### config.mk
export PLATFORM = sky130hd
export DESIGN_NAME = http_response_framer
export DESIGN_NICKNAME = d
export VERILOG_FILES = /design/src/design/hrf_pkg.sv /design/src/design/http_response_framer.sv /design/src/design/hrf_parser.sv
export SDC_FILE = /design/constraint.sdc
export NUM_CORES = 1
export LEC_CHECK = 0
export ABC_AREA = 1
export BUFFER_PORTS_ARGS = -buffer_cell sky130_fd_sc_hd__buf_2
export CAP_MARGIN = 15
export CORE_MARGIN = 1
export CORE_UTILIZATION = 55
export DETAILED_ROUTE_END_ITERATION = 8
export GPL_TIMING_DRIVEN = 1
export PLACE_DENSITY_LB_ADDON = 0.1
export SKIP_CTS_REPAIR_TIMING = 1
export SYNTH_ARGS = -nofsm -noshare
export SYNTH_HDL_FRONTEND = slang
export SYNTH_SLANG_ARGS = --single-unit
### constraint.sdc
create_clock -name clk -period 9.1 [get_ports clk]
set_clock_uncertainty 0.05 [all_clocks]
set_input_delay 0.455 -clock clk [delete_from_list [all_inputs] [get_ports clk]]
set_output_delay 0.455 -clock clk [all_outputs]
set_load 0.005 [all_outputs]
### src/design/hrf_pkg.sv
package hrf_pkg;

	localparam int LENGTH_BITS = 31;
	localparam int VALUE_BITS = LENGTH_BITS + 4;
	localparam logic [LENGTH_BITS-1:0] LEN_MAX = {LENGTH_BITS{1'b1}};

	localparam logic [2:0] PH_STATUS = 3'd0;
	localparam logic [2:0] PH_HEADER = 3'd1;
	localparam logic [2:0] PH_BODY   = 3'd2;
	localparam logic [2:0] PH_DONE   = 3'd3;

	localparam logic [1:0] BLANK_EMPTY = 2'd0;
	localparam logic [1:0] BLANK_CR    = 2'd1;
	localparam logic [1:0] BLANK_TEXT  = 2'd2;

	localparam logic [1:0] ERR_NONE      = 2'd0;
	localparam logic [1:0] ERR_STATUS    = 2'd1;
	localparam logic [1:0] ERR_NO_LENGTH = 2'd2;

	localparam logic [7:0] CHAR_CR = 8'h0d;
	localparam logic [7:0] CHAR_LF = 8'h0a;
	localparam logic [7:0] CHAR_0  = 8'h30;
	localparam logic [7:0] CHAR_1  = 8'h31;
	localparam logic [7:0] CHAR_9  = 8'h39;

	localparam logic [4:0] STATUS_LEN  = 5'd15;
	localparam logic [4:0] PREFIX_LEN  = 5'd16;
	localparam logic [4:0] VERSION_POS = 5'd7;
	localparam logic [4:0] POS_MAX     = 5'd31;

	typedef struct packed {
		logic [7:0] data_byte;
		logic       start_response;
	} in_t;

	typedef struct packed {
		logic                   payload_valid;
		logic [7:0]             payload_byte;
		logic                   response_done;
		logic [1:0]             error_code;
		logic                   header_complete;
		logic [LENGTH_BITS-1:0] body_length;
	} out_t;

	// "HTTP/1.1 200 OK"
	function automatic logic [7:0] status_char(input logic [3:0] pos);
		logic [7:0] c;
		case (pos)
			4'd0: c = 8'h48;
			4'd1: c = 8'h54;
			4'd2: c = 8'h54;
			4'd3: c = 8'h50;
			4'd4: c = 8'h2f;
			4'd5: c = 8'h31;
			4'd6: c = 8'h2e;
			4'd7: c = 8'h31;
			4'd8: c = 8'h20;
			4'd9: c = 8'h32;
			4'd10: c = 8'h30;
			4'd11: c = 8'h30;
			4'd12: c = 8'h20;
			4'd13: c = 8'h4f;
			4'd14: c = 8'h4b;
			default: c = 8'h00;
		endcase
		return c;
	endfunction

	// "Content-Length: "
	function automatic logic [7:0] prefix_char(input logic [3:0] pos);
		logic [7:0] c;
		case (pos)
			4'd0: c = 8'h43;
			4'd1: c = 8'h6f;
			4'd2: c = 8'h6e;
			4'd3: c = 8'h74;
			4'd4: c = 8'h65;
			4'd5: c = 8'h6e;
			4'd6: c = 8'h74;
			4'd7: c = 8'h2d;
			4'd8: c = 8'h4c;
			4'd9: c = 8'h65;
			4'd10: c = 8'h6e;
			4'd11: c = 8'h67;
			4'd12: c = 8'h74;
			4'd13: c = 8'h68;
			4'd14: c = 8'h3a;
			4'd15: c = 8'h20;
			default: c = 8'h00;
		endcase
		return c;
	endfunction

endpackage

### src/design/http_response_framer.sv
// HTTP/1.x response framer.
// rx channel: one response byte per transaction (rx_item), with start_response
// set on the first byte of a new response to clear the parser.
// frm channel: exactly one result per rx transaction (frm_item): body bytes
// with payload_valid, header_complete with the parsed body_length, and
// response_done with error_code on the last body byte, a zero length or an
// error. After that, results are all zero until the next start_response.
// Results are registered: frm_item is driven from the output register.
// Throughput: one byte per cycle while rx_ready is high; the parser updates
// its state in the same cycle the byte is accepted, and the result goes into
// a two-entry output buffer (output register plus skid register).
// Stalls: while frm_ready is low one more byte is taken into the skid
// register; rx_ready then drops until the receiver drains it.
// Reset (arst_n low): the parser returns to the status line phase and both
// output entries are emptied; rx_ready is high right after reset.
module http_response_framer (
	input  logic          clk,
	input  logic          arst_n,
	input  logic          rx_valid,
	output logic          rx_ready,
	input  hrf_pkg::in_t  rx_item,
	output logic          frm_valid,
	input  logic          frm_ready,
	output hrf_pkg::out_t frm_item
);

	logic          accept;
	logic          take;
	hrf_pkg::out_t res;
	hrf_pkg::out_t out_q;
	hrf_pkg::out_t skid_q;
	logic          out_vld_q;
	logic          skid_vld_q;

	assign rx_ready  = !skid_vld_q;
	assign accept    = rx_valid && rx_ready;
	assign take      = out_vld_q && frm_ready;
	assign frm_valid = out_vld_q;
	assign frm_item  = out_q;

	hrf_parser u_parser (
		.clk    (clk),
		.arst_n (arst_n),
		.step   (accept),
		.item   (rx_item),
		.res    (res)
	);

	always_ff @(posedge clk or negedge arst_n) begin
		if (!arst_n) begin
			out_vld_q  <= 1'b0;
			skid_vld_q <= 1'b0;
		end else begin
			if (!out_vld_q || take) begin
				out_vld_q  <= skid_vld_q || accept;
				skid_vld_q <= 1'b0;
			end else if (accept) begin
				skid_vld_q <= 1'b1;
			end
		end
	end

	always_ff @(posedge clk) begin
		if (!out_vld_q || take) begin
			out_q <= skid_vld_q ? skid_q : res;
		end else if (accept) begin
			skid_q <= res;
		end
	end

endmodule

### src/design/hrf_parser.sv
module hrf_parser (
	input  logic         clk,
	input  logic         arst_n,
	input  logic         step,
	input  hrf_pkg::in_t item,
	output hrf_pkg::out_t res
);

	logic [2:0]                      phase_q, phase_d;
	logic [4:0]                      pos_q, pos_d;
	logic                            stat_ok_q, stat_ok_d;
	logic                            pfx_ok_q, pfx_ok_d;
	logic [1:0]                      blank_q, blank_d;
	logic [hrf_pkg::LENGTH_BITS-1:0] dval_q, dval_d;
	logic                            dok_q, dok_d;
	logic                            pcr_q, pcr_d;
	logic                            lseen_q, lseen_d;
	logic [hrf_pkg::LENGTH_BITS-1:0] lval_q, lval_d;
	logic [hrf_pkg::LENGTH_BITS-1:0] bcnt_q, bcnt_d;

	always_comb begin
		logic [7:0]                      b;
		logic [7:0]                      want;
		logic                            ok;
		logic [hrf_pkg::VALUE_BITS-1:0]  wide;
		logic [hrf_pkg::VALUE_BITS-1:0]  v;
		phase_d = phase_q;
		pos_d   = pos_q;
		stat_ok_d = stat_ok_q;
		pfx_ok_d  = pfx_ok_q;
		blank_d = blank_q;
		dval_d  = dval_q;
		dok_d   = dok_q;
		pcr_d   = pcr_q;
		lseen_d = lseen_q;
		lval_d  = lval_q;
		bcnt_d  = bcnt_q;
		res     = '0;
		b       = item.data_byte;
		want    = 8'h00;
		ok      = 1'b1;
		wide    = {{(hrf_pkg::VALUE_BITS-hrf_pkg::LENGTH_BITS){1'b0}}, dval_q};
		v       = '0;

		if (item.start_response) begin
			phase_d = hrf_pkg::PH_STATUS;
			pos_d = '0;
			stat_ok_d = 1'b1;
			pfx_ok_d = 1'b1;
			blank_d = hrf_pkg::BLANK_EMPTY;
			dval_d = '0;
			dok_d = 1'b1;
			pcr_d = 1'b0;
			lseen_d = 1'b0;
			lval_d = '0;
			bcnt_d = '0;
		end
		wide = {{(hrf_pkg::VALUE_BITS-hrf_pkg::LENGTH_BITS){1'b0}}, dval_d};

		case (phase_d)
			hrf_pkg::PH_STATUS: begin
				if (b == hrf_pkg::CHAR_LF) begin
					if (!(stat_ok_d && pos_d >= hrf_pkg::STATUS_LEN)) begin
						res.error_code = hrf_pkg::ERR_STATUS;
						res.response_done = 1'b1;
						phase_d = hrf_pkg::PH_DONE;
					end else begin
						phase_d = hrf_pkg::PH_HEADER;
					end
					pos_d = '0;
					stat_ok_d = 1'b1;
					pfx_ok_d = 1'b1;
					blank_d = hrf_pkg::BLANK_EMPTY;
					dval_d = '0;
					dok_d = 1'b1;
					pcr_d = 1'b0;
				end else begin
					if (pos_d < hrf_pkg::STATUS_LEN) begin
						want = hrf_pkg::status_char(pos_d[3:0]);
						// version digit may be 0 or 1
						if (pos_d == hrf_pkg::VERSION_POS)
							ok = (b == hrf_pkg::CHAR_1) || (b == hrf_pkg::CHAR_0);
						else
							ok = (b == want);
						if (!ok)
							stat_ok_d = 1'b0;
					end
					if (pos_d < hrf_pkg::POS_MAX)
						pos_d = pos_d + 5'd1;
				end
			end
			hrf_pkg::PH_HEADER: begin
				if (b == hrf_pkg::CHAR_LF) begin
					if (blank_d != hrf_pkg::BLANK_TEXT) begin
						res.header_complete = 1'b1;
						if (!lseen_d) begin
							res.error_code = hrf_pkg::ERR_NO_LENGTH;
							res.response_done = 1'b1;
							phase_d = hrf_pkg::PH_DONE;
						end else begin
							res.body_length = lval_d;
							bcnt_d = '0;
							if (lval_d == '0) begin
								res.response_done = 1'b1;
								phase_d = hrf_pkg::PH_DONE;
							end else begin
								phase_d = hrf_pkg::PH_BODY;
							end
						end
					end else if (pfx_ok_d && pos_d >= hrf_pkg::PREFIX_LEN) begin
						lseen_d = 1'b1;
						lval_d = dok_d ? dval_d : '0;
					end
					pos_d = '0;
					stat_ok_d = 1'b1;
					pfx_ok_d = 1'b1;
					blank_d = hrf_pkg::BLANK_EMPTY;
					dval_d = '0;
					dok_d = 1'b1;
					pcr_d = 1'b0;
				end else begin
					if (b == hrf_pkg::CHAR_CR && blank_d == hrf_pkg::BLANK_EMPTY)
						blank_d = hrf_pkg::BLANK_CR;
					else
						blank_d = hrf_pkg::BLANK_TEXT;
					if (pos_d < hrf_pkg::PREFIX_LEN) begin
						if (b != hrf_pkg::prefix_char(pos_d[3:0]))
							pfx_ok_d = 1'b0;
					end else if (pfx_ok_d) begin
						// a CR only counts if the newline follows right after it
						if (pcr_d)
							dok_d = 1'b0;
						pcr_d = 1'b0;
						if (b == hrf_pkg::CHAR_CR) begin
							pcr_d = 1'b1;
						end else if (b >= hrf_pkg::CHAR_0 && b <= hrf_pkg::CHAR_9) begin
							if (dok_d) begin
								v = (wide << 3) + (wide << 1)
									+ {{(hrf_pkg::VALUE_BITS-4){1'b0}}, b[3:0]};
								if (v[hrf_pkg::VALUE_BITS-1:hrf_pkg::LENGTH_BITS] != '0) begin
									dok_d = 1'b0;
									dval_d = '0;
								end else begin
									dval_d = v[hrf_pkg::LENGTH_BITS-1:0];
								end
							end
						end else begin
							dok_d = 1'b0;
						end
					end
					if (pos_d < hrf_pkg::POS_MAX)
						pos_d = pos_d + 5'd1;
				end
			end
			hrf_pkg::PH_BODY: begin
				res.payload_valid = 1'b1;
				res.payload_byte = b;
				bcnt_d = bcnt_d + {{(hrf_pkg::LENGTH_BITS-1){1'b0}}, 1'b1};
				if (bcnt_d >= lval_d) begin
					res.response_done = 1'b1;
					phase_d = hrf_pkg::PH_DONE;
				end
			end
			default: begin
				// finished, and unused codes: bytes are dropped
			end
		endcase
	end

	always_ff @(posedge clk or negedge arst_n) begin
		if (!arst_n) begin
			phase_q   <= hrf_pkg::PH_STATUS;
			pos_q     <= '0;
			stat_ok_q <= 1'b1;
			pfx_ok_q  <= 1'b1;
			blank_q   <= hrf_pkg::BLANK_EMPTY;
			dval_q    <= '0;
			dok_q     <= 1'b1;
			pcr_q     <= 1'b0;
			lseen_q   <= 1'b0;
			lval_q    <= '0;
			bcnt_q    <= '0;
		end else if (step) begin
			phase_q   <= phase_d;
			pos_q     <= pos_d;
			stat_ok_q <= stat_ok_d;
			pfx_ok_q  <= pfx_ok_d;
			blank_q   <= blank_d;
			dval_q    <= dval_d;
			dok_q     <= dok_d;
			pcr_q     <= pcr_d;
			lseen_q   <= lseen_d;
			lval_q    <= lval_d;
			bcnt_q    <= bcnt_d;
		end
	end

endmodule

; Word level (Yosys, flattened, before mapping)
; Memories as Yosys holds them, arrays and structs flattened.
; Cells that the tools add are included.
[totals]
input_bits = 13
reg_bits = 198
romBits = 224
n_memories = 2
elab_cells = 172
out_inout_bits = 46
[mem_list]
columns = memory, words, width, read_ports, rd_ports_with_merged_regs, wr, line
row1 = (no name shown), 16, 7, 1, 0, 0, hrf_pkg.sv:48  ; case (pos)
row2 = (no name shown), 16, 7, 1, 0, 0, hrf_pkg.sv:72  ; case (pos)
[classes]
reduce_logical = 18
eq_ne = 10
addsub = 4
n_lt_le_gt_ge = 8
n_bitwise = 1
mux = 104
[op_table]
columns = op, n
row1 = $mux 31, 20
row2 = $pmux 31 s2, 2
row3 = $mux 35, 2
row4 = $mux 8, 6
row5 = $mux 1, 45
row6 = $mux 44, 1
row7 = $add 34x32->35, 1
row8 = $add 35x4->35, 1
row9 = $mux 32, 1
row10 = $add 31x1->31 const B, 1
row11 = $ge 31x31->1, 1
row12 = $logic_not 31->1, 1
row13 = $mux 3, 8
row14 = $mux 5, 4
row15 = $eq 8x4->1 const B, 2
row16 = $eq 8x6->1 const B, 2
row17 = $mux 2, 6
row18 = $lt 5x5->1 const B, 2
row19 = $mux 9, 1
row20 = $pmux 3 s3, 1
row21 = $eq 8x8->1, 1
row22 = $ge 8x6->1 const B, 1
row23 = $le 8x6->1 const B, 1
row24 = $ne 8x8->1, 1
row25 = other kinds (21), 33

; Logic depth before layout (Yosys ltp)
; Gate-level depths: netlist of run 1.
[depth]
word_depth = 14
mapped_depth = 32
depth_no_buf = 28

; Hierarchy
; A second synthesis of run 1 with hierarchy kept.
[hier_totals]
hier_cells = 2199
hier_area_um2 = 15323.4
[by_module_without_submodules]
columns = mod, instances, area_per_inst_um2, cells_per_inst
row1 = hrf_parser, 1, 12010.3, 1959
row2 = http_response_framer, 1, 3313.2, 240

; Worst setup path before layout of run 1
; No wires, ideal clock.
[synth_path]
kind = input port to flip-flop
start = in rx_item[0] in the netlist's numbering
end = reg out_q (netlist bit frm_item[34]) (data pin)
slack_ps = 4990
required_time_ps = 8919
arrival_ps = 3930
setup_time_ps = 131
path_buffers = 5
cell_stages = 32
path_cell_list = buf_6 > buf_6 > buf_6 > buf_2 > buf_2 > nor2_1 > ha_1 > nand2_1 > nor2_1 > nand2_1 > nor2_1 > nand2_1 > nor2_1 > nand3_1 > nor2_1 > nand2_1 > inv_1 > nand2_1 > xor2_1 > ha_1 > nand2_1 > nor2_1 > nand3_1 > nor4_1 > nand3_1 > nand2_1 > a21oi_1 > nand3_1 > nand2_1 > nand3_1 > nand2_1 > nand2_1
[synth_rtl]
columns = item, line
row1 = start: declaration, http_response_framer.sv:21  ; input hrf_pkg::in_t rx_item,
row2 = end signal: assignment, http_response_framer.sv:65  ; out_q <= skid_vld_q ? skid_q : res;
row3 = end: declaration, http_response_framer.sv:30  ; hrf_pkg::out_t out_q;

; Worst setup path after layout of run 1
[layout_path]
start = in rx_item[0] in the netlist's numbering
end = reg u_parser.dval_q[5] in the netlist's numbering
[layout_between]
elab_chain_cells = 13
[layout_lines]
columns = item, line
row1 = "parallel branches: the longest is 12 deep, another holds $add 34x32->35", --
row2 = $pmux 31 s2 (*), hrf_parser.sv:60  ; case (phase_d)
row3 = end signal: assignment, hrf_parser.sv:189  ; dval_q <= dval_d;
row4 = end: declaration, hrf_parser.sv:14  ; logic [hrf_pkg::LENGTH_BITS-1:0] dval_q, dval_d;
; Mark *: on every way between the ends. The select of a mux whose other input is x is not followed.
; A chain may end at the register's enable or synchronous reset.

==> results_tabular.tex, run 1 <==
\begin{tabular}{lr}
\hline
Metric & Value \\
\hline
\multicolumn{2}{l}{\textbf{Die}} \\
\quad Top-level I/O count & 59 \\
\quad Die H & 168.7 um \\
\quad Effective utilization at floorplan & 56.41\% \\
\quad Area of the die & 28460 um2 \\
\quad Std-Cell Core Area & 27100 um2 \\
\quad \# rows & 60 \\
\quad Die outline width & 168.7 um \\
\multicolumn{2}{l}{\textbf{Status}} \\
\quad Outcome & finished, final reports clean \\
\multicolumn{2}{l}{\textbf{Cells and area}} \\
\quad Most common library cell in the layout ignoring fill and taps & sky130\_fd\_sc\_hd\_\_nand2\_1 \\
\quad Share of final-layout standard cells stronger than drive strength 1 & 6.445\% \\
\quad Signed area change from the synthesized netlist to the final layout & 7.784\% \\
\quad Utilization after layout & 60.80\% \\
\quad Antenna Cells & 0 \\
\quad Layout net count & 2382 \\
\quad Final std cells w/o fill & 2653 \\
\quad Fin area & 16480 um2 \\
\quad Commonest non-fill, non-tap cells in the layout & sky130\_fd\_sc\_hd\_\_nand2\_1 (527), sky130\_fd\_sc\_hd\_\_nor2\_1 (380), sky130\_fd\_sc\_hd\_\_inv\_1 (359) \\
\multicolumn{2}{l}{\textbf{Clock network}} \\
\quad Clock transition time at the flip-flop clock pins of the worst setup and hold paths & 0.08 ns \\
\quad Clock root buffer master & sky130\_fd\_sc\_hd\_\_clkbuf\_16 \\
\quad TritonCTS Sinks & 198 \\
\quad CTS tree & yes \\
\quad Clock tree buffer depth & 2 \\
\quad Number of buffers added by the clock tree synthesis step & 17 \\
\quad CTS H-tree depth & 4 \\
\quad Later-pin clock latency in the skew report & 0.45 ns \\
\multicolumn{2}{l}{\textbf{Logic synthesis}} \\
\quad Netlist Area Pre-Place & 15290 um2 \\
\quad Count of different cell masters after synthesis & 51 \\
\quad Yosys Warn Count & 0 \\
\quad Seq/Total Area, Yosys & 35.32\% \\
\quad Leading register cell type out of synthesis & sky130\_fd\_sc\_hd\_\_dfrtp\_1 \\
\quad Synthesized instance count & 2252 \\
\quad FFs w/ async S/R, synth & 55.56\% \\
\quad Average size of a mapped cell & 6.788 um2 \\
\quad Net count after synthesis & 2366 \\
\quad Flops \& latches, synth & 198 \\
\quad Number of synthesized flops with an enable pin & 88 \\
\multicolumn{2}{l}{\textbf{Placed design}} \\
\quad Placed cell area & 15840 um2 \\
\quad Count of input and output buffers & 58 \\
\quad Placer congestion estimate & 0.9829 \\
\quad Post-DP HPWL & 32.39 mm \\
\quad Cell Count Post-Placement & 2620 \\
\multicolumn{2}{l}{\textbf{Timing}} \\
\quad Part of the cycle the worst path needs & 52.81\% \\
\quad Tightest slew margin relative to the limit & 30.46\% \\
\quad Number of failing setup endpoints in the final timing report & 0 \\
\quad Clock period minus worst slack & 4.805 ns \\
\quad Max Slew Vio Count & 0 \\
\quad Hold Slack & 0.2012 ns \\
\quad RSZ-0062 raised after global routing & no \\
\quad Total Negative Setup Slacks & 0 ns \\
\quad Number of failing hold endpoints at the final stage & 0 \\
\quad Maximum clock rate & 208.1 MHz \\
\quad Actual transition at the worst max-transition pin & 1.043 ns \\
\multicolumn{2}{l}{\textbf{Worst setup path}} \\
\quad Data required, critical path & 9.39 ns \\
\quad CP Launch Point & rx\_item[0] \\
\quad Worst Setup EP & u\_parser.dval\_q[5]\$\_DFFE\_PN0P\_ \\
\quad Source of the worst register-to-register timing path & u\_parser.bcnt\_q[0]\$\_DFFE\_PN0P\_ \\
\quad Crit path max-delay cell type & sky130\_fd\_sc\_hd\_\_nor2\_2 \\
\quad Worst R2R Setup Slack & 4.66 ns \\
\quad Worst stage delay on the critical path & 0.55 ns \\
\quad Worst EP arrival & 5.10 ns \\
\quad Crit path launch type & input port \\
\quad Most common cell on crit path & sky130\_fd\_sc\_hd\_\_nand2\_1 \\
\quad Endpoint of the worst register-to-register path & frm\_item[34]\$\_DFFE\_PN\_ \\
\quad Classification of the worst setup path & input port to flop \\
\quad CP endpoint kind & flop \\
\quad Highest fanout seen on the critical path & 33 \\
\quad Worst-case reg-to-reg path depth & 26 \\
\multicolumn{2}{l}{\textbf{Routing}} \\
\quad TritonRoute pass-1 iters & 6 \\
\quad Remaining design rule violation count & 0 \\
\quad Remaining number of nets flagged by the antenna check after routing & 0 \\
\quad DR vias & 14620 \\
\quad Count of routing violations after the opening detailed-route iteration & 1442 \\
\quad Final routed wirelength across all metal layers & 43.59 mm \\
\quad Post-DR vias/cell & 5.512 \\
\quad Routed WL per cell & 16.43 um \\
\multicolumn{2}{l}{\textbf{Global route}} \\
\quad Gr busiest metal & met2 \\
\quad Met1 Use GR & 45.19\% \\
\quad Tot GR Track Use & 31.38\% \\
\quad Overall overflow remaining after global route & 0 \\
\quad Met2 capacity usage during global routing & 48.92\% \\
\quad Maximum number of pins on one net before global-route repair & 92 \\
\quad Vias in the first global route & 13290 \\
\quad First-pass GRT wire length & 70.51 mm \\
\quad Number of antenna violations at the first check in global routing & 1 \\
\quad GR Util met3 & 5.027\% \\
\multicolumn{2}{l}{\textbf{Pwr}} \\
\quad Leakage power & 8.271 nW \\
\quad Power Dens Cells & 176.8 nW/um2 \\
\quad Max IR drop VDD & 0.1277 mV \\
\multicolumn{2}{l}{\textbf{Min path}} \\
\quad Origin of the worst min-delay path & rx\_valid \\
\quad Worst hold path type & input port to flop \\
\multicolumn{2}{l}{\textbf{Job}} \\
\quad Reported max-cap violation count & 0 \\
\hline
\end{tabular}
## how the worst min path moves through the flow
stage | end | slack (ns) | depth (start not counted)
2_1_floorplan | frm_valid$_DFFE_PN0N_ | 0.11 | 0
3_3_place_gp | u_parser.bcnt_q[5]$_DFFE_PN0P_ | 0.41 | 1
3_5_place_dp | u_parser.bcnt_q[6]$_DFFE_PN0P_ | 0.42 | 1
4_1_cts | u_parser.bcnt_q[6]$_DFFE_PN0P_ | -0.06 | 1
5_1_grt | frm_valid$_DFFE_PN0N_ | 0.20 | 3
6_report | frm_valid$_DFFE_PN0N_ | 0.20 | 3
## where the power goes
part	switching (W)	leakage [nW]	total (W)	internal (W)
clock	0.000419	0.300	0.000799	0.000380
sequential	0.0000636	2.21	0.00112	0.00106
combinational	0.000685	5.76	0.000990	0.000306
## cells by family (layout without fill, tap and decap cells)
family	Yosys count	count (layout)	synth area share, %
AOI/OAI and AO/OA	393	393	14.03
buffers and inverters	449	478	11.38
adders and majority gates	101	101	8.316
xor gates and xnor gates	41	41	2.349
and+or+nand+nor	1069	1069	28.54
DFF	198	198	35.32
muxes	1	1	0.07366
## synthesized netlist by cell type (all sizes together), types with 3 or more instances
library cell    n  share of area (%)
clkinv          4              0.098
dfrtp         107                 18
nor2          391                9.9
nand3b          3               0.15
nor4           14               0.67
a31oi          25                1.0
nand2         532                 13
a211oi          3               0.15
o22ai           6               0.25
nand4          30                1.3
o211ai          4               0.20
nor3           23               0.79
xor2           30                1.7
or2             7               0.29
ha            100                8.2
a22oi           3               0.15
o21bai          8               0.39
clkbuf         50                1.2
xnor2          11               0.63
a21oi         192                6.3
buf            30                1.1
inv           365                9.0
o21ai         121                4.0
a221oi          3               0.17
dfstp           3               0.52
edfxtp         88                 17
o221ai          4               0.23
nand3          68                2.3
o31ai          20               0.98
## worst max-delay path, delay by kind of cell
kind / cells / cell delay, ns
fa+ha+maj: 2 / 0.54
buf+inv: 5 / 0.89
compound gates: 2 / 0.34
simple gates: 17 / 2.58
xor+xnor: 1 / 0.22
## routing by layer
layer	vias to the layer above	routed length, um
met5	-	9
met4	2	928
met3	76	3565
met2	600	19360
met1	6682	19730
li1	7264	-
## state kept, by name (all words and copies together) (netlist names)
signal              flops
frm_item               44
skid_q                 44
u_parser.bcnt_q        31
u_parser.dval_q        31
u_parser.lval_q        31
u_parser.pos_q          5
u_parser.phase_q        3
u_parser.blank_q        2
frm_valid               1
skid_vld_q              1
u_parser.dok_q          1
u_parser.lseen_q        1
u_parser.pcr_q          1
u_parser.pfx_ok_q       1
u_parser.stat_ok_q      1
## final cells by class
type | count | area [um2]
Fill cell | 2588 | 10620
Multi-Input combinational cell | 1605 | 8165
Sequential cell | 198 | 5399
Inverter | 369 | 1386
Tap cell | 372 | 465.4
Timing Repair Buffer | 77 | 437.9
Clock buffer | 17 | 425.4
Clock inverter | 15 | 197.7
## metrics by stage
step / total power [W] / worst slack, ns
floorplan: 0.001834 / 4.990
global placement: 0.002094 / 3.990
detailed placement: 0.002110 / 3.949
CTS: 0.002905 / 4.373
global route: 0.003091 / 3.877
finish: 0.002912 / 4.295
(Power assumes the default switching activity.)
==> run 2, diff against run 1 <==
==> constraint.sdc (replaced) <==
create_clock -name clk -period 3.9 [get_ports clk]
set_clock_uncertainty 0.05 [all_clocks]
set_input_delay 0.195 -clock clk [delete_from_list [all_inputs] [get_ports clk]]
set_output_delay 0.195 -clock clk [all_outputs]
set_load 0.005 [all_outputs]
==> results_tabular.tex, run 2 (same netlist as run 1, synthesis figures left out) <==
\begin{tabular}{lr}
\hline
Metric & Value \\
\hline
\multicolumn{2}{l}{\textbf{Pwr}} \\
\quad Power Dens Cells & 403.3 nW/um2 \\
\quad Part of the total power dissipated in combinational logic & 36.6\% \\
\quad Max IR drop VDD & 0.3101 mV \\
\quad Switching part of the total power & 39.94\% \\
\quad Total internal power & 0.004176 W \\
\quad Switching power & 0.002777 W \\
\quad Power, Total & 0.006954 W \\
\quad Share of total power in sequential cells & 37.8\% \\
\quad Clock power share & 25.6\% \\
\quad Leakage power & 8.679 nW \\
\multicolumn{2}{l}{\textbf{Routing}} \\
\quad Final routed wirelength across all metal layers & 45.98 mm \\
\quad Remaining number of nets flagged by the antenna check after routing & 0 \\
\quad TritonRoute pass-1 iters & 7 \\
\quad Post-DR vias/cell & 5.482 \\
\quad Routed WL per cell & 16.86 um \\
\quad Count of routing violations after the opening detailed-route iteration & 1435 \\
\quad DR vias & 14950 \\
\quad Remaining design rule violation count & 0 \\
\multicolumn{2}{l}{\textbf{Cells and area}} \\
\quad Layout net count & 2456 \\
\quad Commonest non-fill, non-tap cells in the layout & sky130\_fd\_sc\_hd\_\_nand2\_1 (518), sky130\_fd\_sc\_hd\_\_nor2\_1 (365), sky130\_fd\_sc\_hd\_\_inv\_1 (357) \\
\quad Antenna Cells & 0 \\
\quad Fin area & 17240 um2 \\
\quad Share of final-layout standard cells stronger than drive strength 1 & 10.91\% \\
\quad Final std cells w/o fill & 2727 \\
\quad Signed area change from the synthesized netlist to the final layout & 12.78\% \\
\quad Filler cells & 2530 \\
\quad Most common library cell in the layout ignoring fill and taps & sky130\_fd\_sc\_hd\_\_nand2\_1 \\
\multicolumn{2}{l}{\textbf{Timing}} \\
\quad RSZ-0062 raised after global routing & yes \\
\quad Total Negative Setup Slacks & 0 ns \\
\quad Number of failing setup endpoints in the final timing report & 0 \\
\quad Maximum clock rate & 266.2 MHz \\
\quad Final worst-path setup slack & 0.1430 ns \\
\quad Clock period minus worst slack & 3.757 ns \\
\quad Part of the cycle the worst path needs & 96.33\% \\
\quad Actual transition at the worst max-transition pin & 1.083 ns \\
\quad Number of failing hold endpoints at the final stage & 0 \\
\quad Max Slew Vio Count & 0 \\
\quad Tightest slew margin relative to the limit & 27.80\% \\
\multicolumn{2}{l}{\textbf{Worst setup path}} \\
\quad Classification of the worst setup path & flop to flop \\
\quad Worst EP arrival & 4.02 ns \\
\quad Worst path top cell family by delay & simple AND/OR/NAND/NOR gates \\
\quad Number of buffers and inverters on the critical path & 2 \\
\quad Worst-case reg-to-reg path depth & 28 \\
\quad Worst stage delay on the critical path & 0.40 ns \\
\quad Highest fanout seen on the critical path & 3 \\
\quad Data required, critical path & 4.17 ns \\
\quad CP Launch Point & u\_parser.bcnt\_q[0]\$\_DFFE\_PN0P\_ \\
\quad Worst R2R Setup Slack & 0.14 ns \\
\quad Endpoint of the worst register-to-register path & frm\_item[34]\$\_DFFE\_PN\_ \\
\quad Worst Setup EP & frm\_item[34]\$\_DFFE\_PN\_ \\
\quad Number of logic stages on the critical path including buffering & 28 \\
\quad Crit path max-delay cell type & sky130\_fd\_sc\_hd\_\_dfrtp\_1 \\
\quad Crit path launch type & flop \\
\quad Source of the worst register-to-register timing path & u\_parser.bcnt\_q[0]\$\_DFFE\_PN0P\_ \\
\quad Most common cell on crit path & sky130\_fd\_sc\_hd\_\_nor2\_4 \\
\quad CP endpoint kind & flop \\
\multicolumn{2}{l}{\textbf{Placed design}} \\
\quad Count of input and output buffers & 58 \\
\quad Placer congestion estimate & 0.9959 \\
\quad Cell Count Post-Placement & 2683 \\
\quad Place WS & -0.1348 ns \\
\quad Post-DP HPWL & 34.29 mm \\
\quad Placed cell area & 16380 um2 \\
\multicolumn{2}{l}{\textbf{Clock network}} \\
\quad Clock tree buffer depth & 2 \\
\quad Clock root buffer master & sky130\_fd\_sc\_hd\_\_clkbuf\_16 \\
\quad Clock transition time at the flip-flop clock pins of the worst setup and hold paths & 0.10 ns \\
\quad Later-pin clock latency in the skew report & 0.46 ns \\
\quad CTS tree & yes \\
\quad TritonCTS Sinks & 198 \\
\quad Number of buffers added by the clock tree synthesis step & 17 \\
\quad CTS H-tree depth & 4 \\
\multicolumn{2}{l}{\textbf{Global route}} \\
\quad Overall overflow remaining after global route & 0 \\
\quad Number of antenna violations at the first check in global routing & 0 \\
\quad Vias in the first global route & 14060 \\
\quad Tot GR Track Use & 32.88\% \\
\quad First-pass GRT wire length & 73.50 mm \\
\quad Maximum number of pins on one net before global-route repair & 88 \\
\multicolumn{2}{l}{\textbf{Job}} \\
\quad Reported max-cap violation count & 0 \\
\multicolumn{2}{l}{\textbf{Die}} \\
\quad Die H & 168.7 um \\
\quad Die outline width & 168.7 um \\
\quad Std-Cell Core Area & 27100 um2 \\
\quad Top-level I/O count & 59 \\
\quad Area of the die & 28460 um2 \\
\quad Effective utilization at floorplan & 56.41\% \\
\quad \# rows & 60 \\
\multicolumn{2}{l}{\textbf{Status}} \\
\quad Outcome & finished, final reports clean \\
\multicolumn{2}{l}{\textbf{Min path}} \\
\quad Worst hold path type & input port to flop \\
\hline
\end{tabular}
run 2: how the worst min path moves through the flow:
stage | start | to | slack, ns | cells after the start
floorplan | arst_n | frm_valid$_DFFE_PN0N_ | -0.15 | 0
global placement | arst_n | u_parser.bcnt_q[3]$_DFFE_PN0P_ | 0.33 | 1
detailed placement | arst_n | u_parser.bcnt_q[3]$_DFFE_PN0P_ | 0.33 | 1
CTS | arst_n | u_parser.bcnt_q[5]$_DFFE_PN0P_ | -0.15 | 1
global route | rx_item[7] | skid_q[41]$_DFFE_PP_ | 0.15 | 3
finish | rx_item[7] | skid_q[41]$_DFFE_PP_ | 0.13 | 3
run 2: per-stage QoR:
stage	util (%)	hold WS, ns
after floorplan	-	-0.1506
after global placement	60.36	0.3289
after detailed placement	60.44	0.3309
after CTS	62.51	-0.1498
after global routing	63.62	0.1530
final	63.62	0.1323
run 2: routing by layer:
layer,wire length [um],global-route usage [%]
met5,0,0
met4,1015,8.854
met3,3680,6.173
met2,20470,51.81
met1,20810,46.23
run 2: power groups by stage:
stage / Clock (W) / Sequential (W) / Combinational (W)
after floorplan: 0 / 0.00263 / 0.00165
after global placement: 0 / 0.00265 / 0.00237
after detailed placement: 0 / 0.00266 / 0.00241
after CTS: 0.00178 / 0.00262 / 0.00243
after global routing: 0.00186 / 0.00265 / 0.00285
final: 0.00178 / 0.00263 / 0.00255
run 2: area by class of cell:
type,instances,area [um2],share of cell area (%)
inverters,369,1386,8.041
clock buffers,18,429.2,2.489
flip-flops and latches,198,5399,31.32
well taps,372,465.4,2.700
clock inverters,14,131.4,0.7620
multi-input cells,1605,8371,48.55
repair buffers,151,1059,6.140
run 2: tightest hold or removal path, stage by stage:
cell                     delay (ns)
sky130_fd_sc_hd__buf_2         0.12
sky130_fd_sc_hd__inv_1         0.09
sky130_fd_sc_hd__nor2_1        0.06
==> run 3, diff against run 2 <==
--- a/config.mk
+++ b/config.mk
@@ -6,11 +6,11 @@
 export NUM_CORES = 1
 export LEC_CHECK = 0
 export ABC_AREA = 1
-export BUFFER_PORTS_ARGS = -buffer_cell sky130_fd_sc_hd__buf_2
 export CAP_MARGIN = 15
-export CORE_MARGIN = 1
+export CORE_ASPECT_RATIO = 1.2
 export CORE_UTILIZATION = 55
 export DETAILED_ROUTE_END_ITERATION = 8
+export DONT_BUFFER_PORTS = 1
 export GPL_TIMING_DRIVEN = 1
 export PLACE_DENSITY_LB_ADDON = 0.1
 export SKIP_CTS_REPAIR_TIMING = 1
==> results_tabular.tex, run 3 (same netlist as run 1, synthesis figures left out) <==
\begin{tabular}{lr}
\hline
Metric & Value \\
\hline
\multicolumn{2}{l}{\textbf{Timing}} \\
\quad Total Negative Setup Slacks & 0 ns \\
\quad Actual transition at the worst max-transition pin & 1.014 ns \\
\quad Maximum clock rate & 275.2 MHz \\
\quad Number of failing hold endpoints at the final stage & 0 \\
\quad Number of failing setup endpoints in the final timing report & 0 \\
\quad Tightest slew margin relative to the limit & 32.11\% \\
\quad Clock period minus worst slack & 3.634 ns \\
\quad Max Slew Vio Count & 0 \\
\quad Part of the cycle the worst path needs & 93.18\% \\
\multicolumn{2}{l}{\textbf{Routing}} \\
\quad Count of routing violations after the opening detailed-route iteration & 1079 \\
\quad Remaining design rule violation count & 0 \\
\quad Remaining number of nets flagged by the antenna check after routing & 0 \\
\quad Final routed wirelength across all metal layers & 43.28 mm \\
\quad Post-DR vias/cell & 5.582 \\
\quad TritonRoute pass-1 iters & 5 \\
\quad DR vias & 14460 \\
\quad Routed WL per cell & 16.71 um \\
\multicolumn{2}{l}{\textbf{Pwr}} \\
\quad Total internal power & 0.004068 W \\
\quad Switching power & 0.002637 W \\
\quad Leakage power & 8.189 nW \\
\quad Part of the total power dissipated in combinational logic & 34.0\% \\
\quad Clock power share & 26.6\% \\
\quad Power Dens Cells & 407.6 nW/um2 \\
\quad Max IR drop VDD & 0.2554 mV \\
\quad Switching part of the total power & 39.33\% \\
\quad Share of total power in sequential cells & 39.4\% \\
\quad Power, Total & 0.006704 W \\
\multicolumn{2}{l}{\textbf{Status}} \\
\quad Outcome & finished, final reports clean \\
\multicolumn{2}{l}{\textbf{Clock network}} \\
\quad CTS H-tree depth & 4 \\
\quad Later-pin clock latency in the skew report & 0.45 ns \\
\quad CTS tree & yes \\
\quad Clock tree buffer depth & 2 \\
\quad Clock root buffer master & sky130\_fd\_sc\_hd\_\_clkbuf\_16 \\
\quad Number of buffers added by the clock tree synthesis step & 17 \\
\quad TritonCTS Sinks & 198 \\
\quad Clock transition time at the flip-flop clock pins of the worst setup and hold paths & 0.08 ns \\
\multicolumn{2}{l}{\textbf{Min path}} \\
\quad Worst hold path endpoint & skid\_q[41]\$\_DFFE\_PP\_ \\
\quad Origin of the worst min-delay path & rx\_item[7] \\
\quad Hold Path Depth & 2 \\
\quad Worst hold path type & input port to flop \\
\multicolumn{2}{l}{\textbf{Worst setup path}} \\
\quad Worst EP arrival & 3.90 ns \\
\quad Endpoint of the worst register-to-register path & frm\_item[34]\$\_DFFE\_PN\_ \\
\quad Highest fanout seen on the critical path & 4 \\
\quad Worst-case reg-to-reg path depth & 28 \\
\quad Worst stage delay on the critical path & 0.38 ns \\
\quad Worst R2R Setup Slack & 0.27 ns \\
\quad Source of the worst register-to-register timing path & u\_parser.bcnt\_q[0]\$\_DFFE\_PN0P\_ \\
\quad Most common cell on crit path & sky130\_fd\_sc\_hd\_\_nand2\_1 \\
\quad Classification of the worst setup path & flop to flop \\
\quad Data required, critical path & 4.17 ns \\
\quad CP endpoint kind & flop \\
\quad Crit path max-delay cell type & sky130\_fd\_sc\_hd\_\_dfrtp\_1 \\
\quad Crit path launch type & flop \\
\multicolumn{2}{l}{\textbf{Cells and area}} \\
\quad Utilization after layout & 60.36\% \\
\quad Commonest non-fill, non-tap cells in the layout & sky130\_fd\_sc\_hd\_\_nand2\_1 (522), sky130\_fd\_sc\_hd\_\_nor2\_1 (373), sky130\_fd\_sc\_hd\_\_inv\_1 (357) \\
\quad Most common library cell in the layout ignoring fill and taps & sky130\_fd\_sc\_hd\_\_nand2\_1 \\
\quad Layout net count & 2351 \\
\quad Final std cells w/o fill & 2590 \\
\quad Share of final-layout standard cells stronger than drive strength 1 & 5.956\% \\
\quad Filler cells & 2598 \\
\quad Signed area change from the synthesized netlist to the final layout & 7.596\% \\
\quad Antenna Cells & 0 \\
\multicolumn{2}{l}{\textbf{Global route}} \\
\quad Maximum number of pins on one net before global-route repair & 111 \\
\quad Vias in the first global route & 13390 \\
\quad Number of antenna violations at the first check in global routing & 0 \\
\quad First-pass GRT wire length & 68.77 mm \\
\quad Overall overflow remaining after global route & 0 \\
\quad Tot GR Track Use & 30.71\% \\
\multicolumn{2}{l}{\textbf{Die}} \\
\quad Die outline width & 154.2 um \\
\quad \# rows & 66 \\
\quad Top-level I/O count & 59 \\
\quad Die H & 184.6 um \\
\quad Std-Cell Core Area & 27250 um2 \\
\quad Area of the die & 28470 um2 \\
\quad Effective utilization at floorplan & 56.10\% \\
\multicolumn{2}{l}{\textbf{Placed design}} \\
\quad Placer congestion estimate & 0.9655 \\
\quad Count of input and output buffers & 0 \\
\quad Post-DP HPWL & 32.35 mm \\
\quad Cell Count Post-Placement & 2546 \\
\multicolumn{2}{l}{\textbf{Job}} \\
\quad Reported max-cap violation count & 0 \\
\hline
\end{tabular}
-- run 3: cell types whose count changed in the layout (fill, tap and decap cells not counted), sizes merged --
cell	before	now
buf	149	43
clkbuf	18	17
clkinv	8	9
clkinvlp	2	1
dlygate4sd3	2	3
inv	373	374
-- run 3: power groups by stage --
stage	registers [W]	logic, W	clock network, W
floorplan	0.00263	0.00165	0
global placement	0.00267	0.00215	0
detailed placement	0.00268	0.00218	0
CTS	0.00264	0.00219	0.00181
global route	0.00268	0.00258	0.00188
finish	0.00264	0.00228	0.00179
-- run 3: routing by layer --
layer	global-route usage, %	share of wire, %	up-vias
met3	2.963	4.4	64
met2	54.33	49	381
met4	11.12	3.3	0
met1	38.91	44	6792
li1	-	-	7220
met5	0	0	-
-- run 3: how the worst max path moves through the flow --
stage | start | to | depth (start not counted) | slack [ns]
5_1_grt | u_parser.bcnt_q[8]$_DFFE_PN0P_ | frm_item[34]$_DFFE_PN_ | 25 | -0.03
2_1_floorplan | frm_valid$_DFFE_PN0N_ | skid_q[0]$_DFFE_PP_ | 2 | 0.04
4_1_cts | u_parser.bcnt_q[0]$_DFFE_PN0P_ | frm_item[34]$_DFFE_PN_ | 28 | 0.07
3_5_place_dp | u_parser.bcnt_q[0]$_DFFE_PN0P_ | frm_item[34]$_DFFE_PN_ | 28 | 0.1
3_3_place_gp | u_parser.bcnt_q[0]$_DFFE_PN0P_ | frm_item[34]$_DFFE_PN_ | 28 | 0.15
6_report | u_parser.bcnt_q[0]$_DFFE_PN0P_ | frm_item[34]$_DFFE_PN_ | 28 | 0.27
-- run 3: worst max-delay path: cells and delay by family (launching register included) --
kind | cells | cell delay [ns]
AND/OR/NAND/NOR | 22 | 2.22
adder cells (fa/ha/maj) | 2 | 0.51
flip-flops | 1 | 0.38
XOR/XNOR | 1 | 0.16
buffers and inverters | 2 | 0.13
AO/OA/AOI/OAI | 1 | 0.04
-- run 3: final cells by class --
class,count,area [um2],share of cell area (%)
timing repair buffer,46,385.4,2.343
multi-input combinational,1605,8259,50.21
clock buffer,17,425.4,2.586
inverter,369,1386,8.428
clock inverter,15,167.7,1.019
tap,340,425.4,2.586
sequential,198,5399,32.82
-- run 3: per-stage QoR --
step / hold WS, ns / instance area (um2) / setup WS (ns)
finish: 0.01131 / 16450 / 0.2662
CTS: -0.6370 / 16230 / 0.07275
global placement: -0.1486 / 15640 / 0.1482
global route: 0.01967 / 16450 / -0.02527
floorplan: -0.1506 / 15290 / 0.04367
detailed placement: -0.1483 / 15640 / 0.09593
